**src/hdl/hrhp_pkg.sv**
```systemverilog
// shared types, codes and character helpers for the http response header parser
package hrhp_pkg;

  typedef enum logic [1:0] {
    FN_START = 2'd0,
    FN_DATA  = 2'd1,
    FN_EOS   = 2'd2,
    FN_NOP   = 2'd3
  } func_e;

  typedef enum logic [5:0] {
    PH_STATUS  = 6'b000001,
    PH_HEADERS = 6'b000010,
    PH_BODY    = 6'b000100,
    PH_DONE    = 6'b001000,
    PH_CLOSED  = 6'b010000,
    PH_BROKEN  = 6'b100000
  } phase_e;

  localparam logic [2:0] SC_STATUS  = 3'd0;
  localparam logic [2:0] SC_HEADERS = 3'd1;
  localparam logic [2:0] SC_BODY    = 3'd2;
  localparam logic [2:0] SC_DONE    = 3'd3;
  localparam logic [2:0] SC_CLOSED  = 3'd4;
  localparam logic [2:0] SC_BROKEN  = 3'd5;

  localparam logic [7:0] CH_CR = 8'h0D;
  localparam logic [7:0] CH_LF = 8'h0A;

  localparam logic [4:0] STATUS_LIT_LEN = 5'd7;
  localparam logic [4:0] LENGTH_LIT_LEN = 5'd16;

  localparam logic signed [16:0] STATUS_NONE = -17'sd1;
  localparam logic [15:0] STATUS_MAX = 16'hFFFF;

  typedef struct packed {
    phase_e              phase;
    logic                cr_pending;
    logic                line_nonempty;
    logic [4:0]          match_index;
    logic                match_ok;
    logic [2:0]          number_phase;
    logic signed [16:0]  status_value;
    logic                length_seen;
  } hrhp_state_t;

  localparam hrhp_state_t STATE_RESET = '{
    phase:         PH_STATUS,
    cr_pending:    1'b0,
    line_nonempty: 1'b0,
    match_index:   5'd0,
    match_ok:      1'b1,
    number_phase:  3'd0,
    status_value:  STATUS_NONE,
    length_seen:   1'b0
  };

  function automatic logic is_digit(input logic [7:0] c);
    return (c >= 8'h30) && (c <= 8'h39);
  endfunction

  function automatic logic is_ws(input logic [7:0] c);
    return (c == 8'h20) || ((c >= 8'h09) && (c <= 8'h0D));
  endfunction

  function automatic logic [7:0] lit_status(input logic [2:0] idx);
    logic [7:0] r;
    unique case (idx)
      3'd0:    r = 8'h48;
      3'd1:    r = 8'h54;
      3'd2:    r = 8'h54;
      3'd3:    r = 8'h50;
      3'd4:    r = 8'h2F;
      3'd5:    r = 8'h31;
      3'd6:    r = 8'h2E;
      default: r = 8'h00;
    endcase
    return r;
  endfunction

  function automatic logic [7:0] lit_length(input logic [3:0] idx);
    logic [7:0] r;
    unique case (idx)
      4'd0:    r = 8'h43;
      4'd1:    r = 8'h6F;
      4'd2:    r = 8'h6E;
      4'd3:    r = 8'h74;
      4'd4:    r = 8'h65;
      4'd5:    r = 8'h6E;
      4'd6:    r = 8'h74;
      4'd7:    r = 8'h2D;
      4'd8:    r = 8'h4C;
      4'd9:    r = 8'h65;
      4'd10:   r = 8'h6E;
      4'd11:   r = 8'h67;
      4'd12:   r = 8'h74;
      4'd13:   r = 8'h68;
      4'd14:   r = 8'h3A;
      default: r = 8'h20;
    endcase
    return r;
  endfunction

  // a lone cr taken as line content
  function automatic hrhp_state_t cr_char(input hrhp_state_t s);
    hrhp_state_t r;
    r = s;
    r.line_nonempty = 1'b1;
    if (s.match_ok) begin
      unique case (s.number_phase)
        3'd0:    r.match_ok = 1'b0;
        3'd2:    r.number_phase = 3'd3;
        3'd4:    r.number_phase = 3'd5;
        default: r = r;
      endcase
    end
    return r;
  endfunction

  function automatic hrhp_state_t status_char(input hrhp_state_t s, input logic [7:0] c);
    hrhp_state_t r;
    logic [20:0] acc;
    r = s;
    acc = ({5'd0, s.status_value[15:0]} << 3) + ({5'd0, s.status_value[15:0]} << 1)
          + {17'd0, c[3:0]};
    if (s.match_ok) begin
      unique case (s.number_phase)
        3'd0: begin
          if ((s.match_index < STATUS_LIT_LEN) && (c == lit_status(s.match_index[2:0]))) begin
            r.match_index = s.match_index + 5'd1;
            if (r.match_index == STATUS_LIT_LEN) r.number_phase = 3'd1;
          end else begin
            r.match_ok = 1'b0;
          end
        end
        3'd1: begin
          if (is_digit(c)) r.number_phase = 3'd2;
          else if (!is_ws(c)) r.match_ok = 1'b0;
        end
        3'd2: begin
          if (is_ws(c)) r.number_phase = 3'd3;
          else if (!is_digit(c)) r.match_ok = 1'b0;
        end
        3'd3: begin
          if (is_digit(c)) begin
            r.number_phase = 3'd4;
            r.status_value = {13'd0, c[3:0]};
          end else if (!is_ws(c)) begin
            r.match_ok = 1'b0;
          end
        end
        3'd4: begin
          if (is_digit(c)) begin
            if (acc > {5'd0, STATUS_MAX}) r.status_value = {1'b0, STATUS_MAX};
            else r.status_value = {1'b0, acc[15:0]};
          end else begin
            r.number_phase = 3'd5;
          end
        end
        default: r = r;
      endcase
    end
    return r;
  endfunction

endpackage

```
**src/hdl/hrhp_in_if.sv**
```systemverilog
// input channel: command code and response byte with valid/ready
interface hrhp_in_if;
  logic       valid;
  logic       ready;
  logic [1:0] func;
  logic [7:0] data_byte;

  modport source (output valid, output func, output data_byte, input ready);
  modport sink (input valid, input func, input data_byte, output ready);
endinterface

```
**src/hdl/hrhp_out_if.sv**
```systemverilog
// result channel: parse status and body pass-through with valid/ready
interface hrhp_out_if;
  logic               valid;
  logic               ready;
  logic [2:0]         state_code;
  logic signed [16:0] resp_status;
  logic [31:0]        body_length;
  logic               length_known;
  logic               body_valid;
  logic [7:0]         body_byte;
  logic [31:0]        body_count;
  logic               need_more;

  modport source (
    output valid, output state_code, output resp_status, output body_length,
    output length_known, output body_valid, output body_byte, output body_count,
    output need_more, input ready
  );
  modport sink (
    input valid, input state_code, input resp_status, input body_length,
    input length_known, input body_valid, input body_byte, input body_count,
    input need_more, output ready
  );
endinterface

```
**src/hdl/http_response_header_parser_unit.sv**
```systemverilog
// top level of the byte-serial http/1.x response header parser
// usage:
//   item_i carries one command per item: start a new response, one response
//   byte, end of stream or a no-op. result_o returns exactly one result per item with
//   the parse state, status, content length, the body byte when the byte
//   belongs to the body, and the body byte count.
//   path: an accepted item lands in the input register, and its result is
//   loaded from there into the output register, which drives result_o.valid.
//   throughput: one item per cycle unless result_o stalls; the per-byte work
//   is one literal compare and one multiply-by-ten add, done between the input
//   and result registers.
//   stall: while result_o.ready is low the result is held; one more item is
//   still taken into the input register, after which item_i.ready drops until
//   the result is taken.
//   reset: the parse returns to the status line phase with status -1, length
//   and body count zero, and both pipeline registers empty.
//   LENGTH_BITS sets the width of the length and body counters; both saturate
//   at all ones and are reported in their low 32 bits.
module http_response_header_parser_unit import hrhp_pkg::*; #(
  parameter int LENGTH_BITS = 32
) (
  input  logic        clk_i,
  input  logic        rst_ni,
  hrhp_in_if.sink     item_i,
  hrhp_out_if.source  result_o
);

  logic                   s1_valid_q;
  logic [1:0]             s1_func_q;
  logic [7:0]             s1_byte_q;
  logic                   out_valid_q;
  logic                   adv;

  hrhp_state_t            st_q, st_d;
  logic [LENGTH_BITS-1:0] len_q, len_d;
  logic [LENGTH_BITS-1:0] cnt_q, cnt_d;
  logic                   body_valid;

  logic [2:0]             state_code_q;
  logic signed [16:0]     resp_status_q;
  logic [31:0]            body_length_q;
  logic                   has_len_q;
  logic                   body_valid_q;
  logic [7:0]             body_byte_q;
  logic [31:0]            body_count_q;
  logic                   need_more_q;

  logic [2:0]             code_d;
  logic [LENGTH_BITS+31:0] len_ext;
  logic [LENGTH_BITS+31:0] cnt_ext;

  assign adv = s1_valid_q && (!out_valid_q || result_o.ready);
  assign item_i.ready = !s1_valid_q || adv;

  hrhp_core #(
    .LENGTH_BITS (LENGTH_BITS)
  ) u_core (
    .cur_i        (st_q),
    .len_i        (len_q),
    .cnt_i        (cnt_q),
    .func_i       (s1_func_q),
    .data_byte_i  (s1_byte_q),
    .nxt_o        (st_d),
    .len_o        (len_d),
    .cnt_o        (cnt_d),
    .body_valid_o (body_valid)
  );

  always_comb begin
    unique case (st_d.phase)
      PH_STATUS:  code_d = SC_STATUS;
      PH_HEADERS: code_d = SC_HEADERS;
      PH_BODY:    code_d = SC_BODY;
      PH_DONE:    code_d = SC_DONE;
      PH_CLOSED:  code_d = SC_CLOSED;
      PH_BROKEN:  code_d = SC_BROKEN;
      default:    code_d = SC_BROKEN;
    endcase
  end

  assign len_ext = {32'd0, len_d};
  assign cnt_ext = {32'd0, cnt_d};

  always_ff @(posedge clk_i or negedge rst_ni) begin
    if (!rst_ni) begin
      s1_valid_q  <= 1'b0;
      out_valid_q <= 1'b0;
      st_q        <= STATE_RESET;
      len_q       <= '0;
      cnt_q       <= '0;
    end else begin
      if (item_i.ready) s1_valid_q <= item_i.valid;
      if (adv) begin
        out_valid_q <= 1'b1;
        st_q        <= st_d;
        len_q       <= len_d;
        cnt_q       <= cnt_d;
      end else if (result_o.ready) begin
        out_valid_q <= 1'b0;
      end
    end
  end

  always_ff @(posedge clk_i) begin
    if (item_i.valid && item_i.ready) begin
      s1_func_q <= item_i.func;
      s1_byte_q <= item_i.data_byte;
    end
    if (adv) begin
      state_code_q     <= code_d;
      resp_status_q    <= (st_d.phase == PH_STATUS) ? STATUS_NONE : st_d.status_value;
      body_length_q    <= len_ext[31:0];
      has_len_q        <= st_d.length_seen;
      body_valid_q     <= body_valid;
      body_byte_q      <= body_valid ? s1_byte_q : 8'd0;
      body_count_q     <= cnt_ext[31:0];
      need_more_q      <= (st_d.phase == PH_STATUS) || (st_d.phase == PH_HEADERS) ||
                          (st_d.phase == PH_BODY);
    end
  end

  assign result_o.valid        = out_valid_q;
  assign result_o.state_code   = state_code_q;
  assign result_o.resp_status  = resp_status_q;
  assign result_o.body_length  = body_length_q;
  assign result_o.length_known = has_len_q;
  assign result_o.body_valid   = body_valid_q;
  assign result_o.body_byte    = body_byte_q;
  assign result_o.body_count   = body_count_q;
  assign result_o.need_more    = need_more_q;

  a_body_only_in_body: assert property (@(posedge clk_i) disable iff (!rst_ni)
    adv && body_valid |-> st_q.phase == PH_BODY)
    else $error("body byte flagged outside body phase");

  a_count_monotonic: assert property (@(posedge clk_i) disable iff (!rst_ni)
    adv && (s1_func_q != FN_START) |-> cnt_d >= cnt_q)
    else $error("body count decreased without a start item");

  a_headers_have_status: assert property (@(posedge clk_i) disable iff (!rst_ni)
    st_q.phase == PH_HEADERS |-> !st_q.status_value[16])
    else $error("header phase without a parsed status");

  a_final_phase_sticks: assert property (@(posedge clk_i) disable iff (!rst_ni)
    adv && (s1_func_q == FN_DATA) &&
    ((st_q.phase == PH_DONE) || (st_q.phase == PH_CLOSED) || (st_q.phase == PH_BROKEN))
    |=> st_q.phase == $past(st_q.phase))
    else $error("data byte changed a finished parse");

endmodule

```
**src/hdl/hrhp_core.sv**
```systemverilog
// next-state logic of the parser for one item
module hrhp_core import hrhp_pkg::*; #(
  parameter int LENGTH_BITS = 32
) (
  input  hrhp_state_t            cur_i,
  input  logic [LENGTH_BITS-1:0] len_i,
  input  logic [LENGTH_BITS-1:0] cnt_i,
  input  logic [1:0]             func_i,
  input  logic [7:0]             data_byte_i,
  output hrhp_state_t            nxt_o,
  output logic [LENGTH_BITS-1:0] len_o,
  output logic [LENGTH_BITS-1:0] cnt_o,
  output logic                   body_valid_o
);

  localparam logic [LENGTH_BITS-1:0] LEN_MAX = {LENGTH_BITS{1'b1}};

  hrhp_state_t            st;
  hrhp_state_t            pre;
  logic [LENGTH_BITS-1:0] len;
  logic [LENGTH_BITS-1:0] cnt;
  logic [LENGTH_BITS-1:0] cnt_inc;
  logic [LENGTH_BITS+3:0] acc;
  logic                   have_char;
  logic [7:0]             c;

  assign c = data_byte_i;
  assign acc = ({4'd0, len_i} << 3) + ({4'd0, len_i} << 1) + {{LENGTH_BITS{1'b0}}, c[3:0]};
  assign cnt_inc = (cnt_i < LEN_MAX) ? cnt_i + 1'b1 : cnt_i;

  always_comb begin
    st = cur_i;
    pre = cur_i;
    len = len_i;
    cnt = cnt_i;
    body_valid_o = 1'b0;
    have_char = 1'b0;
    unique case (func_e'(func_i))
      FN_START: begin
        st = STATE_RESET;
        len = '0;
        cnt = '0;
      end
      FN_DATA: begin
        if ((cur_i.phase == PH_STATUS) || (cur_i.phase == PH_HEADERS)) begin
          have_char = 1'b1;
          if (cur_i.cr_pending) begin
            pre.cr_pending = 1'b0;
            if (c == CH_LF) begin
              have_char = 1'b0;
              // end of line
              if (cur_i.phase == PH_STATUS) begin
                if (cur_i.match_ok && (cur_i.number_phase >= 3'd4)) begin
                  pre.phase = PH_HEADERS;
                end else begin
                  pre.phase = PH_BROKEN;
                  pre.status_value = STATUS_NONE;
                end
              end else if (!cur_i.line_nonempty) begin
                pre.phase = (cur_i.length_seen && (cnt_i >= len_i)) ? PH_DONE : PH_BODY;
              end
              pre.line_nonempty = 1'b0;
              pre.match_index = 5'd0;
              pre.match_ok = 1'b1;
              pre.number_phase = 3'd0;
            end else begin
              pre = cr_char(pre);
            end
          end
          st = pre;
          if (have_char) begin
            if (c == CH_CR) begin
              st.cr_pending = 1'b1;
            end else begin
              st.line_nonempty = 1'b1;
              if (pre.phase == PH_STATUS) begin
                st = status_char(st, c);
              end else if (pre.match_ok) begin
                unique case (pre.number_phase)
                  3'd0: begin
                    if ((pre.match_index < LENGTH_LIT_LEN) &&
                        (c == lit_length(pre.match_index[3:0]))) begin
                      st.match_index = pre.match_index + 5'd1;
                      if (st.match_index == LENGTH_LIT_LEN) begin
                        st.number_phase = 3'd1;
                        st.length_seen = 1'b1;
                        len = '0;
                      end
                    end else begin
                      st.match_ok = 1'b0;
                    end
                  end
                  3'd1: begin
                    if (is_digit(c)) begin
                      st.number_phase = 3'd2;
                      len = {{(LENGTH_BITS-4){1'b0}}, c[3:0]};
                    end else if (!is_ws(c)) begin
                      st.number_phase = 3'd3;
                    end
                  end
                  3'd2: begin
                    if (is_digit(c)) begin
                      len = (acc > {4'd0, LEN_MAX}) ? LEN_MAX : acc[LENGTH_BITS-1:0];
                    end else begin
                      st.number_phase = 3'd3;
                    end
                  end
                  default: st = st;
                endcase
              end
            end
          end
        end else if (cur_i.phase == PH_BODY) begin
          body_valid_o = 1'b1;
          cnt = cnt_inc;
          if (cur_i.length_seen && (cnt_inc >= len_i)) st.phase = PH_DONE;
        end
      end
      FN_EOS: begin
        if (cur_i.phase == PH_STATUS) st.status_value = STATUS_NONE;
        if ((cur_i.phase == PH_DONE) || ((cur_i.phase == PH_BODY) && !cur_i.length_seen)) begin
          st.phase = PH_CLOSED;
        end else begin
          st.phase = PH_BROKEN;
        end
        st.cr_pending = 1'b0;
      end
      FN_NOP: st = cur_i;
    endcase
  end

  assign nxt_o = st;
  assign len_o = len;
  assign cnt_o = cnt;

endmodule
```
**src/flat_wrapper.sv**
```systemverilog
// flat-port wrapper written by rule: the top's interface ports become plain ports
module http_response_header_parser_unit_flat import hrhp_pkg::*;
#(
  parameter int LENGTH_BITS = 32
)
  (clk_i, rst_ni, item_i_valid, item_i_func, item_i_data_byte, item_i_ready, result_o_valid, result_o_state_code, result_o_resp_status, result_o_body_length, result_o_length_known, result_o_body_valid, result_o_body_byte, result_o_body_count, result_o_need_more, result_o_ready);
  hrhp_in_if item_i_i ();
  hrhp_out_if result_o_i ();
  input  logic clk_i;
  input  logic rst_ni;
  input wire logic [$bits(item_i_i.valid)-1:0] item_i_valid;
  input wire logic [$bits(item_i_i.func)-1:0] item_i_func;
  input wire logic [$bits(item_i_i.data_byte)-1:0] item_i_data_byte;
  output wire logic [$bits(item_i_i.ready)-1:0] item_i_ready;
  output wire logic [$bits(result_o_i.valid)-1:0] result_o_valid;
  output wire logic [$bits(result_o_i.state_code)-1:0] result_o_state_code;
  output wire logic [$bits(result_o_i.resp_status)-1:0] result_o_resp_status;
  output wire logic [$bits(result_o_i.body_length)-1:0] result_o_body_length;
  output wire logic [$bits(result_o_i.length_known)-1:0] result_o_length_known;
  output wire logic [$bits(result_o_i.body_valid)-1:0] result_o_body_valid;
  output wire logic [$bits(result_o_i.body_byte)-1:0] result_o_body_byte;
  output wire logic [$bits(result_o_i.body_count)-1:0] result_o_body_count;
  output wire logic [$bits(result_o_i.need_more)-1:0] result_o_need_more;
  input wire logic [$bits(result_o_i.ready)-1:0] result_o_ready;
  assign item_i_i.valid = item_i_valid;
  assign item_i_i.func = item_i_func;
  assign item_i_i.data_byte = item_i_data_byte;
  assign item_i_ready = item_i_i.ready;
  assign result_o_valid = result_o_i.valid;
  assign result_o_state_code = result_o_i.state_code;
  assign result_o_resp_status = result_o_i.resp_status;
  assign result_o_body_length = result_o_i.body_length;
  assign result_o_length_known = result_o_i.length_known;
  assign result_o_body_valid = result_o_i.body_valid;
  assign result_o_body_byte = result_o_i.body_byte;
  assign result_o_body_count = result_o_i.body_count;
  assign result_o_need_more = result_o_i.need_more;
  assign result_o_i.ready = result_o_ready;
  http_response_header_parser_unit #(.LENGTH_BITS(LENGTH_BITS)) u_core (.clk_i(clk_i), .rst_ni(rst_ni), .item_i(item_i_i), .result_o(result_o_i));
endmodule
```
**config.mk**
```make
export PLATFORM = sky130hd
export DESIGN_NAME = http_response_header_parser_unit_flat
export DESIGN_NICKNAME = d
export VERILOG_FILES = /design/src/hdl/hrhp_pkg.sv /design/src/hdl/hrhp_in_if.sv /design/src/hdl/hrhp_out_if.sv /design/src/hdl/http_response_header_parser_unit.sv /design/src/hdl/hrhp_core.sv /design/src/flat_wrapper.sv
export SDC_FILE = /design/constraint.sdc
export NUM_CORES = 1
export LEC_CHECK = 0
export BUFFER_PORTS_ARGS = -buffer_cell sky130_fd_sc_hd__buf_4
export CAP_MARGIN = 20
export CORE_AREA = 2 2 180 182
export DETAILED_ROUTE_END_ITERATION = 10
export DIE_AREA = 0 0 182 184
export PLACE_DENSITY = 0.74
export SYNTH_ARGS = -nofsm -noshare
export SYNTH_HDL_FRONTEND = slang
export SYNTH_HIERARCHICAL = 1
export SYNTH_SLANG_ARGS = --single-unit
```
**constraint.sdc**
```tcl
create_clock -name clk_i -period 7.52 [get_ports clk_i]
set_input_delay 0.376 -clock clk_i [delete_from_list [all_inputs] [get_ports clk_i]]
set_output_delay 0.376 -clock clk_i [all_outputs]
set_load 0.05 [all_outputs]
```
; Word level (Yosys, flattened, before mapping)
; Memories as Yosys holds them, arrays and structs flattened.
; Cells that the tools add are included.
[word_totals]
input_bits = 14
romBits = 112
mem_count = 1
output_inout_bits = 97
ff_bits = 206
wordCells = 207
[op_classes]
n_mux = 102
add_sub_neg = 6
eq_ne = 33
bitwise_logic = 1
reduce_logical = 30
order_cmp = 12
[mem_list]
columns = name, depth, width, read_ports, rd_clocked_by_memory_dff, wr, line_no
row1 = (no name shown), 16, 7, 1, 0, 0, hrhp_pkg.sv:83  ; unique case (idx)
[op_table]
columns = cell, n
row1 = $mux W32, 13
row2 = $pmux W32 S2, 2
row3 = $mux W8, 14
row4 = $mux W27, 4
row5 = $mux W35, 3
row6 = $pmux W32 S3, 1
row7 = $mux W17, 4
row8 = $pmux W17 S4, 1
row9 = $ge A32 B32 Y1, 2
row10 = $mux W29, 2
row11 = $mux W6, 9
row12 = $pmux W7 S6, 1
row13 = $add A35 B33 Y36, 1
row14 = $add A36 B4 Y36, 1
row15 = $gt A36 B32 Y1 const B, 1
row16 = $pmux W17 S2, 1
row17 = $add A32 B1 Y32 const B, 1
row18 = $lt A32 B32 Y1 const B, 1
row19 = $mux W3, 10
row20 = $pmux W3 S5, 2
row21 = $mux W28, 1
row22 = $pmux W7 S4, 1
row23 = $mux W22, 1
row24 = $add A20 B4 Y21, 1
row25 = 45 further kinds, 106

; Logic depth before layout (Yosys ltp)
[depth]
word_depth = 32
mapped_depth = 26
mapped_depth_nobuf = 22

; Cells and area by module
; Netlist, hierarchy kept.
[by_module_without_submodules]
columns = mod, cells_per_inst, area_per_inst_um2, instances, seq_area_each_um2
row1 = hrhp_core, 1478, 9630.5, 1, 0.0
row2 = http_response_header_parser_unit, 366, 7758.7, 1, 5704.2

; Worst setup path after synthesis
; No wires, ideal clock.
[synth_path]
path_type = register to register
start = register u_core.s1_byte_q[4]
end = register u_core.resp_status_q[15] (netlist: u_core/result_o.resp_status[15]) (data pin)
setup_slack_ps = 2055
setup_time_ps = 256
stages_incl_launch_ff = 23
synth_period_minus_slack_ps = 5465
path_buffers = 5
required_time_ps = 7264
t_arrival_ps = 5208
path_cell_list = edfxtp_1 -> or3_1 -> buf_6 -> nor3_1 -> clkbuf_1 -> and3_1 -> clkbuf_1 -> nor2_1 -> fa_1 -> inv_1 -> fa_1 -> a211oi_1 -> o2111a_1 -> nor2_1 -> a21oi_1 -> o31a_1 -> mux2_2 -> or3_1 -> buf_2 -> buf_2 -> o2111ai_1 -> nand4_1 -> nand2b_1
[synth_lines]
columns = item, line_no
row1 = "start, declared", http_response_header_parser_unit.sv:30  ; logic [7:0] s1_byte_q;
row2 = "start signal, assigned", http_response_header_parser_unit.sv:107  ; s1_byte_q <= item_i.data_byte;
row3 = "end signal, assigned", http_response_header_parser_unit.sv:111  ; resp_status_q <= (st_d.phase == PH_STATUS) ? STATUS_NONE : st_d.status_value;
row4 = "end, declared", http_response_header_parser_unit.sv:40  ; logic signed [16:0] resp_status_q;

==> flow_summary.json <==
{
  "endpoint_kind": "register",
  "cts-resized-gates": 0,
  "syn-cell-area_um2": 17400,
  "power_density_nw_per_um2": 204,
  "final_hold_viol_count": 0,
  "rsz0062_at_grt": "no",
  "fin_crit_sh_pct": 86.9,
  "avgViaCountPerCell": 6.33,
  "initialDrtViolationCount": 1291,
  "hold_depth": 1,
  "r2r-start": "u_core/s1_byte_q[0]",
  "gr-total-overflow": 0,
  "synth_warnings": 6,
  "reg2reg_depth": 19,
  "cp-start-kind": "register",
  "critPathMaxFanout": 20,
  "place_inst": 2267,
  "ios": 111,
  "antenna_cells": 0,
  "drc": 0,
  "cp.required_ns": 7.79,
  "wl_mm": 47.0,
  "hp-class": "input port to register",
  "pre_cts_slack_ns": 1.10,
  "min_period_ns": 6.53,
  "wl_per_cell_um": 20.3,
  "first_pass_iters": 5,
  "antenna_found_initial": 0,
  "synth-edff-count": 105,
  "root_buffer": "clkbuf_16",
  "whs_ns": 0.0376,
  "syn-num-nets": 2028,
  "h-tree-depth": 1,
  "track_usage_pct": 27.4,
  "cts.sinks": 206,
  "insertion_delay_ns": 0.53,
  "fmax_ghz": 0.153,
  "cts_tree": "built",
  "cts_setup_buffers": 0,
  "most-common-layout-cells": "ha_1 (166), nand2_1 (154), o21ai_0 (149), nor2_1 (143), buf_4 (124)",
  "cap_violations": 0,
  "clock_path_buffers": 3,
  "dr_total_vias": 14600,
  "syn_area_per_cell_um2": 9.43,
  "die_w_um": 182,
  "setup_viol": 0,
  "whs_endpoint": "u_core/s1_byte_q[6]",
  "grt_max_degree": 66,
  "num-fill-cells": 2721,
  "rows": 65,
  "finalSetupTns_ns": 0,
  "die_h_um": 184,
  "layout_setup_ws_ns": 0.988,
  "crit_arrival_ns": 6.80,
  "hold_start": "item_i_data_byte[6]",
  "reg2reg_to": "u_core/result_o.resp_status[8]",
  "fin_cells": 2312,
  "portBuffers": 110,
  "final_antenna_net_count": 0,
  "peakVddDrop_v": 0.000281,
  "async_flop_share_pct": 49.0,
  "status": "finished clean",
  "gp_congestion": 0.974,
  "area_delta_synth_final_pct": 9.42,
  "seq_area_frac_synth_pct": 32.8,
  "nets": 2076,
  "finalPower_w": 0.00388,
  "regToRegSetupSlack_ns": 0.99,
  "power.leakage_nw": 8.12,
  "grt_pass1_wl_mm": 74.1,
  "final_common_cell": "ha_1",
  "hpwl_mm": 34.2,
  "initial_core_util_pct": 55.4,
  "clk_pin_slew_worst_paths_ns": 0.06,
  "skew_ns": 0.0249,
  "core_um2": 31400,
  "worst_slew_pin_slew_ns": 1.14,
  "fp.dieArea_um2": 33500,
  "max-slew-margin-rel_pct": 24.3,
  "drive_above_1_share_pct": 17.0,
  "ys_seq_elements": 206,
  "cts_buffers": 24,
  "syn_inst": 1844,
  "grt_pass1_vias": 13800,
  "ys_dominant_reg_cell": "edfxtp_1",
  "maxSlewViolCount": 0,
  "synthDistinctLibCells": 101,
  "critPathKind": "register to register"
}
## cell usage after synthesis (all sizes together), types with 29 or more instances
master,count,area [um^2]
a21o,42,315
a21oi,112,561
buf,30,315
clkbuf,73,274
dfrtp,82,2050
edfxtp,105,3150
ha,166,2080
inv,73,274
mux2,104,1540
nand2,156,604
nand2b,56,360
nand3,34,170
nand4,29,188
nor2,145,559
nor3,48,240
o21ai,153,766
o31ai,33,262
xnor2,56,490
## critical path, cell delays in order (launching register included)
cell	delay (ns)
edfxtp_1	0.59
nand4bb_1	0.48
nor3_2	0.20
buf_4	0.28
nand3_1	0.59
nand2b_1	0.36
inv_1	0.09
fa_1	0.50
inv_1	0.07
fa_1	0.48
a211oi_1	0.30
o2111a_1	0.23
nor2_1	0.10
a21oi_1	0.23
o31a_1	0.16
mux2_2	0.33
or3_1	0.65
o31ai_1	0.34
a221oi_1	0.13
nand2b_1	0.15
## routing by layer
| metal | global-route usage, % | part of all wire, % |
|---|---|---|
| met4 | 12.5 | 4.6 |
| met2 | 45.4 | 46 |
| met5 | 0 | 0 |
| met3 | 2.81 | 5.6 |
| met1 | 36.4 | 44 |
## cells by family (layout without fill, tap and decap cells)
group / Yosys count / count (layout) / synth area share [%]
muxes: 114 / 114 / 9.45
buffers and inverters: 176 / 242 / 4.96
DFF: 206 / 206 / 32.8
adders and majority gates: 170 / 170 / 12.4
xor gates and xnor gates: 80 / 80 / 4.03
and+or+nand+nor: 589 / 589 / 17.3
AOI/OAI and AO/OA: 509 / 509 / 19.0
## layout make-up
class	count	area, um^2	share of cell area, %
Multi-Input combinational cell	1462	10900	57.0
Clock buffer	31	648	3.41
Sequential cell	206	5700	30.0
Inverter	73	277	1.45
Tap cell	402	503	2.64
Clock inverter	13	103	0.539
Timing Repair Buffer	125	941	4.95
## where the power goes
part	internal [W]	leakage, nW	total, W	switching, W
logic	0.000517	5.42	0.00139	0.000873
clock network	0.000644	0.359	0.00112	0.000479
registers	0.00129	2.34	0.00136	0.0000740
## what timing repair did
item / in CTS / in global routing
hold endpoints to repair: 19 / 0
endpoints found under the setup margin: 0 / 0
hold buffers: 1 / 0
## worst max-delay path by stage
stage	startpoint	to	slack [ns]
floorplan	u_core/s1_byte_q[4]	u_core/result_o.resp_status[15]	2.06
global placement	u_core/s1_byte_q[4]	u_core/result_o.resp_status[8]	1.19
detailed placement	u_core/s1_byte_q[4]	u_core/result_o.resp_status[8]	1.10
CTS	u_core/s1_byte_q[4]	u_core/result_o.resp_status[8]	1.10
global route	u_core/s1_byte_q[0]	u_core/result_o.resp_status[8]	0.60
finish	u_core/s1_byte_q[0]	u_core/result_o.resp_status[8]	0.99
## sequential cells by signal, indices dropped and copies added (netlist names), 3 cells and up
name and flops:
u_core/cnt_q 32, u_core/result_o.body_length 32, u_core/s1_byte_q 8, u_core/result_o.body_count 32, u_core/result_o.body_byte 8, u_core/len_q 32
u_core/result_o.state_code 3, u_core/result_o.resp_status 17, u_core/st_q 35
## stage by stage
stage / util (%) / instance area (um^2)
after global routing: 60.6 / 19000
after detailed placement: 58.2 / 18300
final: 60.6 / 19000
after floorplan: - / 17400
after CTS: 60.6 / 19000
after global placement: 58.2 / 18300
No activity file was read; power rests on OpenSTA's default activity.
